[config.mk]
export PLATFORM = sky130hd
export DESIGN_NAME = length_framed_byte_receiver_top
export DESIGN_NICKNAME = d
export VERILOG_FILES = /design/src/rtl/core/lfbr_pkg.sv /design/src/rtl/core/lfbr_frame_ctl.sv /design/src/rtl/core/length_framed_byte_receiver_top.sv
export SDC_FILE = /design/constraint.sdc
export NUM_CORES = 1
export LEC_CHECK = 0
export BUFFER_PORTS_ARGS = -buffer_cell sky130_fd_sc_hd__buf_4
export CORE_ASPECT_RATIO = 1.75
export CORE_MARGIN = 8
export CORE_UTILIZATION = 51
export DETAILED_ROUTE_END_ITERATION = 6
export HOLD_SLACK_MARGIN = 0.12
export PLACE_DENSITY_LB_ADDON = 0.05
export SYNTH_ARGS = -nofsm -noshare
export SYNTH_HDL_FRONTEND = slang
export SYNTH_SLANG_ARGS = --single-unit
[constraint.sdc]
create_clock -name clk_i -period 2.75 [get_ports clk_i]
set_clock_uncertainty 0.15 [all_clocks]
set_input_delay 0.1375 -clock clk_i [delete_from_list [all_inputs] [get_ports clk_i]]
set_output_delay 0.1375 -clock clk_i [all_outputs]
set_load 0.01 [all_outputs]
[src/rtl/core/lfbr_pkg.sv]
// Shared types and constants for the length framed byte receiver.
// No dependencies; used by lfbr_frame_ctl and length_framed_byte_receiver_top.
package lfbr_pkg;

  localparam int unsigned ByteW   = 8;
  localparam int unsigned IndexW  = 12;
  localparam int unsigned FlenW   = 13;
  localparam int unsigned LenW    = 16;
  localparam int unsigned CfgIdxW = 2;

  // configuration register indexes
  localparam logic [CfgIdxW-1:0] CFG_START_MARKER = 2'd0;
  localparam logic [CfgIdxW-1:0] CFG_END_MARKER   = 2'd1;

  localparam logic [ByteW-1:0] START_MARKER_RST = 8'h53;
  localparam logic [ByteW-1:0] END_MARKER_RST   = 8'h45;

  // outcome codes
  localparam logic [1:0] OUT_NONE   = 2'd0;
  localparam logic [1:0] OUT_COMMIT = 2'd1;
  localparam logic [1:0] OUT_ERROR  = 2'd2;

  typedef struct packed {
    logic              ack_valid;
    logic [ByteW-1:0]  ack_byte;
    logic              store_valid;
    logic [IndexW-1:0] store_index;
    logic [ByteW-1:0]  store_byte;
    logic [1:0]        outcome;
    logic [FlenW-1:0]  frame_length;
  } result_t;

endpackage

[src/rtl/core/lfbr_frame_ctl.sv]
// Frame parser: phase, expected length and payload count, plus per-byte result.
// Depends on lfbr_pkg.
module lfbr_frame_ctl #(
  parameter int unsigned BUFFER_DEPTH = 4096
) (
  input  logic                        clk_i,
  input  logic                        rst_ni,
  input  logic                        step_i,
  input  logic [lfbr_pkg::ByteW-1:0]  byte_i,
  input  logic [lfbr_pkg::ByteW-1:0]  start_marker_i,
  input  logic [lfbr_pkg::ByteW-1:0]  end_marker_i,
  output lfbr_pkg::result_t           res_o
);

  localparam int unsigned CntW = $clog2(BUFFER_DEPTH + 1);
  localparam int unsigned CmpW = lfbr_pkg::LenW + 1;
  localparam logic [CmpW-1:0] DepthCmp = CmpW'(BUFFER_DEPTH);

  localparam logic [2:0] PH_WAIT_START = 3'd0;
  localparam logic [2:0] PH_LEN_HI     = 3'd1;
  localparam logic [2:0] PH_LEN_LO     = 3'd2;
  localparam logic [2:0] PH_DATA       = 3'd3;
  localparam logic [2:0] PH_WAIT_END   = 3'd4;
  localparam logic [2:0] PH_HALTED     = 3'd5;

  logic [2:0]                 phase_q, phase_d;
  logic [lfbr_pkg::LenW-1:0]  exp_len_q, exp_len_d;
  logic [CntW-1:0]            count_q, count_d;
  logic [CntW-1:0]            count_inc;

  assign count_inc = count_q + 1'b1;

  always_comb begin
    phase_d   = phase_q;
    exp_len_d = exp_len_q;
    count_d   = count_q;
    res_o     = '0;
    unique case (phase_q)
      PH_WAIT_START: begin
        if (byte_i == start_marker_i) begin
          res_o.ack_valid = 1'b1;
          phase_d         = PH_LEN_HI;
        end
      end
      PH_LEN_HI: begin
        res_o.ack_valid = 1'b1;
        exp_len_d       = {byte_i, 8'h00};
        phase_d         = PH_LEN_LO;
      end
      PH_LEN_LO: begin
        res_o.ack_valid = 1'b1;
        exp_len_d       = {exp_len_q[15:8], byte_i};
        count_d         = '0;
        if (CmpW'(exp_len_d) > DepthCmp) begin
          res_o.outcome = lfbr_pkg::OUT_ERROR;
          phase_d       = PH_HALTED;
        end else if (exp_len_d == '0) begin
          phase_d = PH_WAIT_END;
        end else begin
          phase_d = PH_DATA;
        end
      end
      PH_DATA: begin
        res_o.ack_valid   = 1'b1;
        res_o.store_valid = 1'b1;
        res_o.store_index = lfbr_pkg::IndexW'(count_q);
        res_o.store_byte  = byte_i;
        count_d           = count_inc;
        if (CmpW'(count_inc) >= CmpW'(exp_len_q)) begin
          phase_d = PH_WAIT_END;
        end
      end
      PH_WAIT_END: begin
        if (byte_i == end_marker_i) begin
          res_o.ack_valid    = 1'b1;
          res_o.outcome      = lfbr_pkg::OUT_COMMIT;
          res_o.frame_length = lfbr_pkg::FlenW'(count_q);
        end else begin
          res_o.outcome = lfbr_pkg::OUT_ERROR;
        end
        phase_d = PH_HALTED;
      end
      PH_HALTED: ;
      default: phase_d = PH_HALTED;
    endcase
    if (res_o.ack_valid) begin
      res_o.ack_byte = byte_i + 1'b1;
    end
  end

  always_ff @(posedge clk_i or negedge rst_ni) begin
    if (!rst_ni) begin
      phase_q   <= PH_WAIT_START;
      exp_len_q <= '0;
      count_q   <= '0;
    end else if (step_i) begin
      phase_q   <= phase_d;
      exp_len_q <= exp_len_d;
      count_q   <= count_d;
    end
  end

  a_halted_silent: assert property (@(posedge clk_i) disable iff (!rst_ni)
    phase_q == PH_HALTED |-> res_o == '0)
    else $error("halted parser produced a result");

  a_store_acked: assert property (@(posedge clk_i) disable iff (!rst_ni)
    res_o.store_valid |-> res_o.ack_valid)
    else $error("payload byte without acknowledge");

  a_end_halts: assert property (@(posedge clk_i) disable iff (!rst_ni)
    step_i && res_o.outcome != lfbr_pkg::OUT_NONE |=> phase_q == PH_HALTED)
    else $error("frame outcome did not halt parser");

  a_count_steps: assert property (@(posedge clk_i) disable iff (!rst_ni)
    step_i && phase_q == PH_DATA |=> count_q == CntW'($past(count_q) + 1'b1))
    else $error("payload count did not advance");

endmodule

[src/rtl/core/length_framed_byte_receiver_top.sv]
// Length framed byte receiver, top level: input register, parser, result register.
// Depends on lfbr_pkg and lfbr_frame_ctl.
//
// Usage:
//   Input channel (in_valid_i / in_stall_o / rx_byte_i) takes one received byte
//   per transfer. Output channel (out_valid_o / out_stall_i) gives exactly one
//   result per byte: acknowledge byte, payload staging byte and index, outcome
//   and committed frame length.
//   Config channel (cfg_valid_i / cfg_ready_o) writes the start marker (index 0)
//   or end marker (index 1); other indexes are ignored. Write only while idle.
//   An accepted byte is parsed from the input register into the result register.
//   Throughput: one byte per cycle while the output is not stalled, set by the
//   single input register to result register stage.
//   Reset: parser waits for the start marker, markers return to 'S' and 'E',
//   both register stages empty. After a commit or error the block ignores bytes
//   (all-zero results) until reset.
//   Output stall holds the result register; the input register then fills and
//   in_stall_o rises in the same cycle the stall blocks the transfer.
module length_framed_byte_receiver_top #(
  parameter int unsigned BUFFER_DEPTH = 4096
) (
  input  logic                           clk_i,
  input  logic                           rst_ni,
  input  logic                           in_valid_i,
  output logic                           in_stall_o,
  input  logic [lfbr_pkg::ByteW-1:0]     rx_byte_i,
  output logic                           out_valid_o,
  input  logic                           out_stall_i,
  output logic                           ack_valid_o,
  output logic [lfbr_pkg::ByteW-1:0]     ack_byte_o,
  output logic                           store_valid_o,
  output logic [lfbr_pkg::IndexW-1:0]    store_index_o,
  output logic [lfbr_pkg::ByteW-1:0]     store_byte_o,
  output logic [1:0]                     outcome_o,
  output logic [lfbr_pkg::FlenW-1:0]     frame_length_o,
  input  logic                           cfg_valid_i,
  output logic                           cfg_ready_o,
  input  logic [lfbr_pkg::CfgIdxW-1:0]   cfg_index_i,
  input  logic [lfbr_pkg::ByteW-1:0]     cfg_data_i
);

  logic                         s1_valid_q;
  logic [lfbr_pkg::ByteW-1:0]   s1_byte_q;
  logic                         out_valid_q;
  lfbr_pkg::result_t            out_res_q;
  lfbr_pkg::result_t            res;
  logic [lfbr_pkg::ByteW-1:0]   start_marker_q;
  logic [lfbr_pkg::ByteW-1:0]   end_marker_q;
  logic                         out_free;
  logic                         advance;
  logic                         in_xfer;

  assign out_free    = !out_valid_q || !out_stall_i;
  assign advance     = s1_valid_q && out_free;
  assign in_stall_o  = s1_valid_q && !out_free;
  assign in_xfer     = in_valid_i && !in_stall_o;
  assign cfg_ready_o = 1'b1;

  lfbr_frame_ctl #(
    .BUFFER_DEPTH(BUFFER_DEPTH)
  ) u_frame_ctl (
    .clk_i         (clk_i),
    .rst_ni        (rst_ni),
    .step_i        (advance),
    .byte_i        (s1_byte_q),
    .start_marker_i(start_marker_q),
    .end_marker_i  (end_marker_q),
    .res_o         (res)
  );

  always_ff @(posedge clk_i or negedge rst_ni) begin
    if (!rst_ni) begin
      s1_valid_q     <= 1'b0;
      out_valid_q    <= 1'b0;
      start_marker_q <= lfbr_pkg::START_MARKER_RST;
      end_marker_q   <= lfbr_pkg::END_MARKER_RST;
    end else begin
      if (in_xfer) begin
        s1_valid_q <= 1'b1;
      end else if (advance) begin
        s1_valid_q <= 1'b0;
      end
      if (advance) begin
        out_valid_q <= 1'b1;
      end else if (out_free) begin
        out_valid_q <= 1'b0;
      end
      if (cfg_valid_i && cfg_ready_o) begin
        unique case (cfg_index_i)
          lfbr_pkg::CFG_START_MARKER: start_marker_q <= cfg_data_i;
          lfbr_pkg::CFG_END_MARKER:   end_marker_q   <= cfg_data_i;
          default: ;
        endcase
      end
    end
  end

  always_ff @(posedge clk_i) begin
    if (in_xfer) begin
      s1_byte_q <= rx_byte_i;
    end
    if (advance) begin
      out_res_q <= res;
    end
  end

  assign out_valid_o    = out_valid_q;
  assign ack_valid_o    = out_res_q.ack_valid;
  assign ack_byte_o     = out_res_q.ack_byte;
  assign store_valid_o  = out_res_q.store_valid;
  assign store_index_o  = out_res_q.store_index;
  assign store_byte_o   = out_res_q.store_byte;
  assign outcome_o      = out_res_q.outcome;
  assign frame_length_o = out_res_q.frame_length;

endmodule

==> out/qor.csv <==
metric,value,unit
antenna_cells,0,
synthesis.instances,415,
n_fill_cell,713,
grt_pass1_wl,17.6,mm
drt-initial-drc-count,153,
place_inst,609,
p_leak,2.76,nW
cts_made_buffers,9,
grt_max_degree,51,
vdd_drop_max,0.474,mV
antenna_found_initial,0,
finalWorstSetupSlack,46.1,ps
syn2layout_area_growth,29.3,%
status,completed,
powerDensity,704,mW/mm2
via_count,3390,
drive_gt1_frac,0.305,
cts_sinks,103,
grt_use_met2,0.320,
dr.pass1.iters,4,
drt-total-wl,10.5,mm
drt-vias-per-instance,5.19,
fin_nets,565,
setup-tns-final,0,ps
critical-path-top-delay-family,compound AO/OA/AOI/OAI gates,
finalWorstPathRequiredPeriod,2700,ps
synth.distinct_cells,45,
die_w,89.7,um
grt_usage,0.168,
synth_area,0.00485,mm2
core,0.00935,mm2
relSlewSlack,0.559,
die_h,145,um
place.gp.congestion,0.855,
avgSynthCellArea,11.7,um2
finalCritPeriodShare,0.983,
crit_fanout,3,
row_count,47,
hp-class,primary input to async pin,
total_power,4.41,mW
whs,212,ps
routedWlPerCell,16.1,um
required,2830,ps
post-route-util,0.670,
tritoncts,done,
finalSetupViolCount,0,
maxSlewViolCount,0,
synth_nets,454,
top_usage_layer,met2,
clk_pin_slew_worst_paths,60,ps
rsz0062_at_grt,true,
hpwl,7.71,mm
worstSkewPairLatency,340,ps
pin_count,71,
crit_slowest_cell,dfrtp_1,
die-area,0.0130,mm2
final_cell_mix,"buf_4, edfxtp_1, nand2_1, dfrtp_1, and2_1",
hold_viol_final,0,
synth_seq_area_share,0.588,
post_dp_cell_area,0.00561,mm2
grt_pass1_vias,3660,
root_buffer,clkbuf_16,
grt_use_met1,0.161,
critPathKind,flop to flop,
worst_pin_slew,661,ps
cts_buffer_depth,2,
path_buf_inv,1,
initial_core_util,0.519,
timing.rr.start,u_frame_ctl.count_q[0],
instances_no_fill,653,
grtUsageMet3,0.0325,
final_common_cell,buf_4,
route.detailed.drc,0,
crit_path_cell_trace,ha_2 > nand3_4 > buf_4 > nor2_2 > xor2_1 > ha_1 > a21o_1 > a21oi_1 > nand2b_1 > o21ai_2 > a221oi_4 > a31o_1,
postLayoutCellArea,0.00627,mm2
place_ws,-17.8,ps
ys_ff_latch,103,
ff2ff_path_depth,12,
worst_setup_path_start_kind,flop,
ant_nets,0,
io_buffers,69,
drv_cap,0,
worst_path_largest_cell_delay,390,ps
globalRouteOverflowTotal,0,
htree_levels,3,
endpoint_kind,flop,
critical_path_arrival,2790,ps
yosysWarnings,0,
timing.rr.end,u_frame_ctl.phase_q[2],
max_freq,370,MHz
r2r_setup_slack,50,ps
-- synth_stat cells (all sizes together) --
cell type  number  share of area
a31oi           1         0.0013
a21o            2         0.0031
nand3b          1         0.0015
xnor2          13          0.023
a221oi          1         0.0031
nor3b           1         0.0026
a31o            1         0.0018
nand3          19          0.020
nand4           4         0.0052
o31ai           4         0.0062
dfstp           7          0.038
nand2          45          0.035
buf            15          0.019
dfrtp          43           0.22
xor2           20          0.036
nor3            7         0.0093
or2             1         0.0013
a21oi           5         0.0052
edfxtp         53           0.33
mux2i           1         0.0021
a21boi          3         0.0054
a22o            5         0.0090
nor2           27          0.022
and3            7         0.0093
conb            1        0.00077
nand2b          4         0.0052
a2111oi         1         0.0018
o21ai          25          0.026
nor4            5         0.0090
ha             16          0.041
and2           33          0.043
nor2b           2         0.0026
o221ai          1         0.0018
mux2           17          0.039
o32ai           1         0.0018
inv            19          0.015
clkbuf          4         0.0031
-- metal layers --
metal / up-vias / share of wire
met2: 68 / 0.58
met5: - / 0
li1: 1661 / -
met3: 16 / 0.037
met1: 1645 / 0.36
met4: 0 / 0.026
-- worst max-delay path by stage --
stage	start	endpoint	slack [ps]	depth (start not counted)
2_1_floorplan	u_frame_ctl.count_q[0]	u_frame_ctl.phase_q[2]	30	12
3_3_place_gp	u_frame_ctl.count_q[0]	u_frame_ctl.phase_q[2]	60	12
3_5_place_dp	u_frame_ctl.count_q[0]	u_frame_ctl.phase_q[2]	-20	12
4_1_cts	u_frame_ctl.count_q[0]	u_frame_ctl.phase_q[0]	-0.8	11
5_1_grt	u_frame_ctl.count_q[0]	u_frame_ctl.phase_q[0]	-90	12
6_report	u_frame_ctl.count_q[0]	u_frame_ctl.phase_q[2]	50	12
-- area by class of cell --
| type | instances | area [um2] | share of cell area |
|---|---|---|---|
| clock inverters | 2 | 38.8 | 0.00619 |
| inverters | 19 | 71.3 | 0.0114 |
| repair buffers | 119 | 958 | 0.153 |
| well taps | 122 | 153 | 0.0244 |
| clock buffers | 14 | 264 | 0.0421 |
| multi-input cells | 274 | 1930 | 0.308 |
| flip-flops and latches | 103 | 2850 | 0.455 |
-- sequential cells by signal (all words and copies together), names as in the netlist --
name,flops
ack_byte_o,8
out_valid_o,1
start_marker_q,8
outcome_o,2
frame_length_o,13
u_frame_ctl.phase_q,3
store_index_o,12
ack_valid_o,1
store_valid_o,1
store_byte_o,8
s1_valid_q,1
s1_byte_q,8
u_frame_ctl.exp_len_q,16
u_frame_ctl.count_q,13
end_marker_q,8
-- where the power goes --
group	internal [mW]	leakage, nW	switching [mW]
Sequential	1.90	1.15	0.190
Clock	0.758	0.147	0.520
Combinational	0.500	1.46	0.551
-- cells by family after synthesis --
| kind of cell | after synthesis | synth area share |
|---|---|---|
| adders and majority gates | 16 | 0.0413 |
| muxes | 18 | 0.0415 |
| and+or+nand+nor | 156 | 0.166 |
| DFF | 103 | 0.588 |
| buffers and inverters | 38 | 0.0369 |
| AOI/OAI and AO/OA | 50 | 0.0663 |
| other | 1 | 0.000773 |
| xor gates and xnor gates | 33 | 0.0596 |
-- worst register-to-register path: stages (launching register included) --
cell	delay (ps)
dfrtp_1	390
ha_2	230
nand3_4	90
buf_4	150
nor2_2	160
xor2_1	170
ha_1	260
a21o_1	180
a21oi_1	180
nand2b_1	110
o21ai_2	200
a221oi_4	100
a31o_1	230
-- what timing repair did --
| action | 4_1_cts | 5_1_grt |
|---|---|---|
| endpoints found under the hold margin | 79 | 0 |
| pin swaps | 5 | 14 |
| hold buffers | 23 | 0 |
| buffers inserted | 2 | 3 |
| setup endpoints to repair | 2 | 3 |
| gates resized for setup | 4 | 19 |
Power figures use the tool's default switching activity.
